==> src/rtl/core/cfe_pkg.sv <==
`timescale 1ns / 1ps
// ----------------------------------------------------------------------------
// cfe_pkg: shared constants for the continued-fraction expander
// Fixed field widths of the request and result channels.
// ----------------------------------------------------------------------------
package cfe_pkg;

	localparam int RAD_W   = 32;	// radicand field
	localparam int LIM_W   = 6;		// iteration_limit field
	localparam int QUOT_W  = 17;	// quotient field
	localparam int IDX_W   = 6;		// term_index and period_length fields

endpackage

==> src/rtl/core/cfe_isqrt.sv <==
`timescale 1ns / 1ps
// ----------------------------------------------------------------------------
// cfe_isqrt: bit-serial integer square root
// Digit-by-digit root, two radicand bits per cycle, one root bit per cycle.
// ----------------------------------------------------------------------------
module cfe_isqrt #(
	parameter int ROOT_W = 16
) (
	input  logic                  clk,
	input  logic                  arst_n,
	input  logic                  start,
	input  logic [2*ROOT_W-1:0]   value,
	output logic                  done,
	output logic [ROOT_W-1:0]     root,
	output logic                  exact
);

	localparam int VW = 2 * ROOT_W;
	localparam int RW = ROOT_W + 1;		// partial remainder
	localparam int SW = ROOT_W + 3;		// shifted remainder / trial
	localparam int CW = $clog2(ROOT_W + 1);

	logic [VW-1:0]     rad_q;
	logic [RW-1:0]     rem_q;
	logic [ROOT_W-1:0] root_q;
	logic [CW-1:0]     cnt_q;
	logic              busy_q;
	logic              done_q;

	logic [SW-1:0] rem_sh;
	logic [SW-1:0] trial;
	logic          take;

	assign rem_sh = {rem_q, rad_q[VW-1 -: 2]};
	assign trial  = SW'({root_q, 2'b01});
	assign take   = (rem_sh >= trial);

	always_ff @(posedge clk or negedge arst_n) begin
		if (!arst_n) begin
			busy_q <= 1'b0;
			done_q <= 1'b0;
			cnt_q  <= '0;
		end else begin
			done_q <= 1'b0;
			if (start) begin
				busy_q <= 1'b1;
				cnt_q  <= CW'(ROOT_W);
			end else if (busy_q) begin
				cnt_q <= cnt_q - 1'b1;
				if (cnt_q == CW'(1)) begin
					busy_q <= 1'b0;
					done_q <= 1'b1;
				end
			end
		end
	end

	always_ff @(posedge clk) begin
		if (start) begin
			rad_q  <= value;
			rem_q  <= '0;
			root_q <= '0;
		end else if (busy_q) begin
			rad_q  <= {rad_q[VW-3:0], 2'b00};
			rem_q  <= take ? RW'(rem_sh - trial) : RW'(rem_sh);
			root_q <= {root_q[ROOT_W-2:0], take};
		end
	end

	assign done  = done_q;
	assign root  = root_q;
	assign exact = (rem_q == '0);

endmodule

==> src/rtl/core/cfe_mac.sv <==
`timescale 1ns / 1ps
// ----------------------------------------------------------------------------
// cfe_mac: bit-serial signed multiply-accumulate
// acc = addend + mult * mcand, one multiplier bit per cycle, LSB first.
// ----------------------------------------------------------------------------
module cfe_mac #(
	parameter int MULT_W = 17,
	parameter int ACC_W  = 35
) (
	input  logic                    clk,
	input  logic                    arst_n,
	input  logic                    start,
	input  logic signed [ACC_W-1:0] addend,
	input  logic signed [ACC_W-1:0] mcand,
	input  logic [MULT_W-1:0]       mult,
	output logic                    done,
	output logic signed [ACC_W-1:0] acc
);

	localparam int CW = $clog2(MULT_W + 1);

	logic signed [ACC_W-1:0] acc_q;
	logic signed [ACC_W-1:0] mc_q;
	logic [MULT_W-1:0]       mp_q;
	logic [CW-1:0]           cnt_q;
	logic                    busy_q;
	logic                    done_q;

	always_ff @(posedge clk or negedge arst_n) begin
		if (!arst_n) begin
			busy_q <= 1'b0;
			done_q <= 1'b0;
			cnt_q  <= '0;
		end else begin
			done_q <= 1'b0;
			if (start) begin
				busy_q <= 1'b1;
				cnt_q  <= CW'(MULT_W);
			end else if (busy_q) begin
				cnt_q <= cnt_q - 1'b1;
				if (cnt_q == CW'(1)) begin
					busy_q <= 1'b0;
					done_q <= 1'b1;
				end
			end
		end
	end

	always_ff @(posedge clk) begin
		if (start) begin
			acc_q <= addend;
			mc_q  <= mcand;
			mp_q  <= mult;
		end else if (busy_q) begin
			if (mp_q[0]) begin
				acc_q <= acc_q + mc_q;
			end
			mc_q <= mc_q <<< 1;
			mp_q <= mp_q >> 1;
		end
	end

	assign done = done_q;
	assign acc  = acc_q;

endmodule

==> src/rtl/core/cfe_div.sv <==
`timescale 1ns / 1ps
// ----------------------------------------------------------------------------
// cfe_div: bit-serial restoring divider
// One quotient bit per cycle, MSB first; divisor must be nonzero.
// ----------------------------------------------------------------------------
module cfe_div #(
	parameter int DIV_W = 17
) (
	input  logic             clk,
	input  logic             arst_n,
	input  logic             start,
	input  logic [DIV_W-1:0] dividend,
	input  logic [DIV_W-1:0] divisor,
	output logic             done,
	output logic [DIV_W-1:0] quot,
	output logic [DIV_W-1:0] rem
);

	localparam int CW = $clog2(DIV_W + 1);

	logic [DIV_W-1:0] dvd_q;	// dividend bits shift out, quotient bits shift in
	logic [DIV_W-1:0] dvs_q;
	logic [DIV_W-1:0] rem_q;
	logic [CW-1:0]    cnt_q;
	logic             busy_q;
	logic             done_q;

	logic [DIV_W:0] rem_sh;
	logic           fits;

	assign rem_sh = {rem_q, dvd_q[DIV_W-1]};
	assign fits   = (rem_sh >= {1'b0, dvs_q});

	always_ff @(posedge clk or negedge arst_n) begin
		if (!arst_n) begin
			busy_q <= 1'b0;
			done_q <= 1'b0;
			cnt_q  <= '0;
		end else begin
			done_q <= 1'b0;
			if (start) begin
				busy_q <= 1'b1;
				cnt_q  <= CW'(DIV_W);
			end else if (busy_q) begin
				cnt_q <= cnt_q - 1'b1;
				if (cnt_q == CW'(1)) begin
					busy_q <= 1'b0;
					done_q <= 1'b1;
				end
			end
		end
	end

	always_ff @(posedge clk) begin
		if (start) begin
			dvd_q <= dividend;
			dvs_q <= divisor;
			rem_q <= '0;
		end else if (busy_q) begin
			rem_q <= fits ? DIV_W'(rem_sh - {1'b0, dvs_q}) : DIV_W'(rem_sh);
			dvd_q <= {dvd_q[DIV_W-2:0], fits};
		end
	end

	assign done = done_q;
	assign quot = dvd_q;
	assign rem  = rem_q;

endmodule

==> src/rtl/core/sqrt_continued_fraction_expander_top.sv <==
`timescale 1ns / 1ps
// ----------------------------------------------------------------------------
// sqrt_continued_fraction_expander_top: continued fraction of sqrt(d)
// Emits the partial quotients of sqrt(radicand) as a run of result transfers.
// ----------------------------------------------------------------------------
//
//  channel | handshake           | payload
//  --------+---------------------+-----------------------------------------------
//  request | req_valid/req_ready | radicand, iteration_limit
//  result  | res_valid/res_ready | quotient, term_index, last, period_length,
//          |                     | square_error
//
// One request at a time; req_ready is high only while the sequencer is idle,
// which includes while the final result of the previous run still waits.
// With H = ceil(RADICAND_BITS/2) and N = H+1: the bit-serial root runs first,
// then every further term is a serial multiply-accumulate over N multiplier
// bits, a serial divide producing N quotient bits, and sequencing.
// A stalled result holds the sequencer in its emit state; nothing is dropped.
// Reset clears the sequencer, unit counters and the result valid flag.
//
// Recurrence used per term (no wide multiply, one narrow divide):
//   m'  = a0 - r               (r = remainder of the previous divide)
//   q'  = q_prev + a*(m - m')  (starting with q_prev = d, q = 1, m = 0, r = 0)
//   a'  = (a0 + m') div q',  r' = (a0 + m') mod q'
// ----------------------------------------------------------------------------
module sqrt_continued_fraction_expander_top #(
	parameter int RADICAND_BITS  = 32,
	parameter int MAX_ITERATIONS = 63
) (
	input  logic                        clk,
	input  logic                        arst_n,

	input  logic                        req_valid,
	output logic                        req_ready,
	input  logic [cfe_pkg::RAD_W-1:0]   radicand,
	input  logic [cfe_pkg::LIM_W-1:0]   iteration_limit,

	output logic                        res_valid,
	input  logic                        res_ready,
	output logic [cfe_pkg::QUOT_W-1:0]  quotient,
	output logic [cfe_pkg::IDX_W-1:0]   term_index,
	output logic                        last,
	output logic [cfe_pkg::IDX_W-1:0]   period_length,
	output logic                        square_error
);

	localparam int W   = RADICAND_BITS;
	localparam int H   = (W + 1) / 2;	// root width
	localparam int N   = H + 1;		// width of q, a, r and a0+m
	localparam int VW  = 2 * H;		// radicand padded for the root unit
	localparam int PW  = W + 3;		// signed accumulator for q'
	localparam int RW  = cfe_pkg::RAD_W;
	localparam int LW  = cfe_pkg::LIM_W;
	localparam int QW  = cfe_pkg::QUOT_W;
	localparam int IW  = cfe_pkg::IDX_W;

	// sequencer codes
	localparam logic [2:0] S_IDLE  = 3'd0;
	localparam logic [2:0] S_ROOT  = 3'd1;
	localparam logic [2:0] S_EMIT0 = 3'd2;
	localparam logic [2:0] S_STEP  = 3'd3;
	localparam logic [2:0] S_MUL   = 3'd4;
	localparam logic [2:0] S_DIV   = 3'd5;
	localparam logic [2:0] S_EMIT  = 3'd6;

	logic [2:0] state_q;

	// request and recurrence state
	logic [W-1:0]  d_q;
	logic [LW-1:0] lim_q;
	logic [H-1:0]  a0_q;
	logic          sq_q;
	logic [H-1:0]  m_q;
	logic [H-1:0]  mn_q;
	logic [N-1:0]  q_q;
	logic [W-1:0]  qp_q;
	logic [N-1:0]  a_q;
	logic [N-1:0]  r_q;
	logic [IW-1:0] i_q;

	// result register
	logic          res_valid_q;
	logic [QW-1:0] quot_q;
	logic [IW-1:0] idx_q;
	logic          last_q;
	logic [IW-1:0] per_q;
	logic          sqerr_q;

	logic                 accept;
	logic                 slot_free;
	logic [W+RW-1:0]      rad_ext;
	logic [W-1:0]         d_in;
	logic [LW-1:0]        lim_in;
	logic                 root_start;
	logic                 root_done;
	logic [H-1:0]         root_val;
	logic                 root_exact;
	logic                 mac_start;
	logic                 mac_done;
	logic signed [PW-1:0] mac_acc;
	logic [H-1:0]         mn_calc;
	logic signed [H:0]    diff;
	logic [N-1:0]         qn;
	logic                 div_start;
	logic                 div_done;
	logic [N-1:0]         div_quot;
	logic [N-1:0]         div_rem;
	logic                 emit0_last;
	logic [IW-1:0]        idx_next;
	logic                 closed;
	logic                 final_term;
	logic                 load;

	assign accept    = req_valid && req_ready;
	assign req_ready = (state_q == S_IDLE);
	assign slot_free = !res_valid_q || res_ready;

	// only the low RADICAND_BITS bits take part
	assign rad_ext = {{W{1'b0}}, radicand};
	assign d_in    = rad_ext[W-1:0];
	assign lim_in  = (iteration_limit > LW'(MAX_ITERATIONS)) ? LW'(MAX_ITERATIONS)
	                                                         : iteration_limit;

	assign root_start = accept;

	cfe_isqrt #(.ROOT_W(H)) u_isqrt (
		.clk    (clk),
		.arst_n (arst_n),
		.start  (root_start),
		.value  (VW'(d_in)),
		.done   (root_done),
		.root   (root_val),
		.exact  (root_exact)
	);

	// m' from the previous remainder; diff = m - m'
	assign mn_calc   = H'(N'(a0_q) - r_q);
	assign diff      = $signed({1'b0, m_q}) - $signed({1'b0, mn_calc});
	assign mac_start = (state_q == S_STEP);

	cfe_mac #(.MULT_W(N), .ACC_W(PW)) u_mac (
		.clk    (clk),
		.arst_n (arst_n),
		.start  (mac_start),
		.addend ($signed(PW'(qp_q))),
		.mcand  (PW'(diff)),
		.mult   (a_q),
		.done   (mac_done),
		.acc    (mac_acc)
	);

	assign qn        = N'(mac_acc);
	assign div_start = (state_q == S_MUL) && mac_done;

	cfe_div #(.DIV_W(N)) u_div (
		.clk      (clk),
		.arst_n   (arst_n),
		.start    (div_start),
		.dividend (N'(a0_q) + N'(mn_q)),
		.divisor  (qn),
		.done     (div_done),
		.quot     (div_quot),
		.rem      (div_rem)
	);

	assign emit0_last = sq_q || (lim_q == '0);
	assign idx_next   = i_q + 1'b1;
	assign closed     = (m_q == a0_q) && (q_q == N'(1));
	assign final_term = closed || (idx_next == IW'(lim_q));
	assign load       = slot_free && ((state_q == S_EMIT0) || (state_q == S_EMIT));

	// sequencer
	always_ff @(posedge clk or negedge arst_n) begin
		if (!arst_n) begin
			state_q <= S_IDLE;
		end else begin
			case (state_q)
				S_IDLE: begin
					if (accept) state_q <= S_ROOT;
				end
				S_ROOT: begin
					if (root_done) state_q <= S_EMIT0;
				end
				S_EMIT0: begin
					if (slot_free) state_q <= emit0_last ? S_IDLE : S_STEP;
				end
				S_STEP: begin
					state_q <= S_MUL;
				end
				S_MUL: begin
					if (mac_done) state_q <= S_DIV;
				end
				S_DIV: begin
					if (div_done) state_q <= S_EMIT;
				end
				S_EMIT: begin
					if (slot_free) state_q <= final_term ? S_IDLE : S_STEP;
				end
				default: begin
					state_q <= S_IDLE;
				end
			endcase
		end
	end

	// recurrence datapath
	always_ff @(posedge clk) begin
		if (accept) begin
			d_q   <= d_in;
			lim_q <= lim_in;
		end
		if ((state_q == S_ROOT) && root_done) begin
			a0_q <= root_val;
			sq_q <= root_exact;
		end
		if ((state_q == S_EMIT0) && slot_free) begin
			m_q  <= '0;
			q_q  <= N'(1);
			qp_q <= d_q;
			a_q  <= N'(a0_q);
			r_q  <= '0;
			i_q  <= '0;
		end
		if (state_q == S_STEP) begin
			mn_q <= mn_calc;
		end
		if ((state_q == S_MUL) && mac_done) begin
			q_q  <= qn;
			qp_q <= W'(q_q);
			m_q  <= mn_q;
		end
		if ((state_q == S_DIV) && div_done) begin
			a_q <= div_quot;
			r_q <= div_rem;
		end
		if ((state_q == S_EMIT) && slot_free) begin
			i_q <= idx_next;
		end
	end

	// result register
	always_ff @(posedge clk or negedge arst_n) begin
		if (!arst_n) begin
			res_valid_q <= 1'b0;
		end else if (load) begin
			res_valid_q <= 1'b1;
		end else if (res_ready) begin
			res_valid_q <= 1'b0;
		end
	end

	always_ff @(posedge clk) begin
		if (load) begin
			if (state_q == S_EMIT0) begin
				quot_q  <= QW'(a0_q);
				idx_q   <= '0;
				last_q  <= emit0_last;
				per_q   <= '0;
				sqerr_q <= sq_q;
			end else begin
				quot_q  <= QW'(a_q);
				idx_q   <= idx_next;
				last_q  <= final_term;
				per_q   <= closed ? idx_next : '0;
				sqerr_q <= 1'b0;
			end
		end
	end

	assign res_valid     = res_valid_q;
	assign quotient      = quot_q;
	assign term_index    = idx_q;
	assign last          = last_q;
	assign period_length = per_q;
	assign square_error  = sqerr_q;

endmodule
==> config.mk <==
export PLATFORM = sky130hd
export DESIGN_NAME = sqrt_continued_fraction_expander_top
export DESIGN_NICKNAME = d
export VERILOG_FILES = /design/src/rtl/core/cfe_pkg.sv /design/src/rtl/core/cfe_isqrt.sv /design/src/rtl/core/cfe_mac.sv /design/src/rtl/core/cfe_div.sv /design/src/rtl/core/sqrt_continued_fraction_expander_top.sv
export SDC_FILE = /design/constraint.sdc
export NUM_CORES = 1
export LEC_CHECK = 0
export ABC_AREA = 1
export BUFFER_PORTS_ARGS = -buffer_cell sky130_fd_sc_hd__buf_2
export CAP_MARGIN = 40
export CORE_ASPECT_RATIO = 1.75
export CORE_MARGIN = 5
export CORE_UTILIZATION = 40
export DETAILED_ROUTE_END_ITERATION = 12
export SLEW_MARGIN = 30
export SYNTH_ARGS = -nofsm -noshare
export SYNTH_HDL_FRONTEND = slang
export SYNTH_SLANG_ARGS = --single-unit
==> constraint.sdc <==
create_clock -name clk -period 8 [get_ports clk]
set_input_delay 0.8 -clock clk [delete_from_list [all_inputs] [get_ports clk]]
set_output_delay 0.8 -clock clk [all_outputs]
set_load 0.02 [all_outputs]
==> metrics.csv <==
metric,value,unit
grt_overflow,0,
hold_viol,0,
cts_sinks,368,
root_buffer,clkbuf_16,
die_h,304,µm
p_per_area,172,nW/µm²
area.sequential,10400,µm²
slew_viol_final,0,
clk_latency,0.54,ns
worstPathArrival,3.71,ns
route.vias.total,15200,
grt_pass1_wl,83300,µm
worstSetupStartpointType,flip-flop,
rr_startpoint,a0_q[0],
setup_viol,0,
h-tree-depth,2,
crit_slowest_cell,fa_1,
fp-row-count,107,
grt_max_degree,65,
fin_crit_sh,0.428,
cts_setup_buffers,0,
hold_buffers,0,
routedWlPerCell,17.9,µm
clock_skew,0.0196,ns
dp_slack,4.51,ns
comb_power_share,0.004,
synthCells,2217,
relSlewSlack,0.486,
layout-area-overhead-vs-synth,12.0,%
vias_per_cell,5.11,
core-area,48900,µm²
switching_share,0.203,
seqPwrFrac,0.536,
synth_seq_area_share,0.527,
synthesis.area,19800,µm²
path_clk_slew,0.07,ns
wl,53300,µm
vdd_drop_max,114,µV
fin_crit,3.42,ns
reg2reg_to,u_mac.mc_q[13],
n_fill_cell,4705,
leakagePower,9.93,nW
place.gp.congestion,0.900,
drt_iter0_drc,907,
yosysUniqueCellTypes,54,
power,3.81,mW
synth_edf_count,293,
clk_path_buf_depth,3,
place_hpwl,40900,µm
portBuffers,74,
post-route-drc-count,0,
antenna_found_initial,0,
num_io_pins,75,
p_clk_frac,0.460,
numCtsBuffers,37,
grt_pass1_vias,15500,
end_kind,flip-flop,
synth.net_count,2361,
status,finished clean,
cts_tree,done,
path_max_fanout,5,
cts_resized,0,
critPathKind,reg2reg,
ys_ff_latch,368,
setup_slack,4.58,ns
r2r_cells,24,
diodes,0,
max_stage_delay,0.42,ns
die_w,178,µm
start_util,0.405,
nets,2435,
p_int,3.03,mW
yosys_most_used_dff,edfxtp_1,
drv_cap,0,
setup_tns,0,ns
tightest_slew,0.771,ns
multi_input_area,7930,µm²
hold_path_class,in2async,
postRouteAntennaNets,0,
crit_top_cell,nand2_1,
fmax,292,MHz
avgSynthCellArea,8.92,µm²
yosysWarnings,0,
fin_util,0.453,
ys_async_sr_fraction,0.0679,
worstPathCellList,inv_1 -> ha_1 -> inv_1 -> fa_1 -> nand2_2 -> a21oi_2 -> xor2_1 -> inv_1 -> ha_1 -> nand2_1 -> inv_1 -> nand4_1 -> nand3_1 -> nand2_1 -> nand3_1 -> nand2_1 -> inv_1 -> nand2_1 -> nand2_2 -> nand3b_1 -> nand2_1 -> nand2_1 -> nand3_1 -> nand2_1,
power.switching,773,µW
drt-pass1-iter-count,5,
crit_required,8.29,ns
reg2reg_slack,4.58,ns
track_usage,0.196,
dieArea,54100,µm²
rsz0062_at_grt,false,
drive_gt1_frac,0.0992,
-- power groups by stage --
stage | registers [mW] | logic (mW) | clock network (mW)
after floorplan | 2.08 | 0.00115 | 0
after global placement | 2.08 | 0.0147 | 0
after detailed placement | 2.08 | 0.0147 | 0
after CTS | 2.04 | 0.0148 | 1.79
after global routing | 2.04 | 0.0164 | 1.86
final | 2.04 | 0.0145 | 1.75
-- worst max-delay path by stage --
stage / from / end / slack (ns) / cells past startpoint
after detailed placement: state_q[1] / r_q[4] / 4.51 / 8
after floorplan: state_q[1] / m_q[0] / 2.74 / 7
after CTS: state_q[1] / r_q[14] / 4.48 / 8
after global placement: a0_q[0] / u_mac.mc_q[15] / 4.60 / 24
final: a0_q[0] / u_mac.mc_q[13] / 4.58 / 24
after global routing: a0_q[0] / u_mac.mc_q[15] / 4.20 / 24
-- layout by cell type (no fill, tap or decap), drive strengths merged, types with 8 or more instances in the layout --
cell	n
clkbuf	44
a21oi	110
ha	97
a21o	9
or2	9
clkinv	12
nand3	114
nand2	616
nand4	25
nor3	17
a22oi	15
nor2	164
nor4	11
o21ai	141
buf	94
xnor2	25
o211ai	8
inv	328
dfxtp	50
edfxtp	293
a31oi	21
dfrtp	25
xor2	33
-- routing by layer --
layer	routed length, µm	up-vias	global-route usage
met4	2410	0	0.0817
met1	20000	7195	0.213
met5	0	-	0
li1	-	7518	-
met3	1800	115	0.0191
met2	29100	360	0.377
-- worst max-delay path: cells and delay by family, from the launching register on --
| kind | cells | cell delay (ns) |
|---|---|---|
| adder cells (fa/ha/maj) | 3 | 0.91 |
| AND/OR/NAND/NOR | 14 | 1.13 |
| XOR/XNOR | 1 | 0.19 |
| buffers and inverters | 5 | 0.45 |
| AO/OA/AOI/OAI | 1 | 0.08 |
| flip-flops | 1 | 0.40 |
-- cells in the mapped netlist (all sizes together), types with 8 or more instances --
master	n	area (µm²)
a21o	9	67.6
a21oi	110	558
a22oi	15	113
a31oi	21	131
buf	11	57.6
clkbuf	48	180
dfrtp	25	626
dfxtp	50	1000
edfxtp	293	8800
ha	97	1210
inv	324	1220
nand2	616	2410
nand3	114	628
nand4	25	163
nor2	164	651
nor3	17	95.1
nor4	11	68.8
o211ai	8	60.1
o21ai	141	713
or2	9	56.3
xnor2	25	219
xor2	33	289
-- state kept, by name, summed over array words and instances (netlist names), 6 cells and up --
name	cells
u_isqrt.rad_q	32
a_q	17
d_q	17
q_q	17
qp_q	17
quotient	17
u_div.dvs_q	17
u_div.quot	17
u_div.rem	17
u_isqrt.rem_q	17
u_mac.acc	17
u_mac.mc_q	17
u_mac.mp_q	17
a0_q	16
m_q	16
mn_q	16
r_q	16
u_isqrt.root	16
i_q	6
lim_q	6
period_length	6
term_index	6
-- through the flow --
stage / cell area (µm²) / instances / hold slack, ns
finish: 22100 / 2973 / 0.273
global route: 22100 / 2973 / 0.323
CTS: 22100 / 2972 / 0.277
detailed placement: 20900 / 2905 / 0.468
global placement: 20900 / 2903 / 0.459
floorplan: 19800 / 2217 / 0.431
-- final cells by class --
cell class	instances	area share
Clock inverter	23	0.00989
Multi-Input combinational cell	1465	0.358
Clock buffer	44	0.0444
Inverter	325	0.0551
Tap cell	654	0.0370
Timing Repair Buffer	94	0.0242
Sequential cell	368	0.471
-- kinds of logic after synthesis --
group,share of synthesized area
XOR/XNOR,0.0257
AO/OA/AOI/OAI,0.0981
AND/OR/NAND/NOR,0.209
flip-flops,0.527
adder cells (fa/ha/maj),0.0665
buffers and inverters,0.0737
Power figures use the tool's default switching activity.
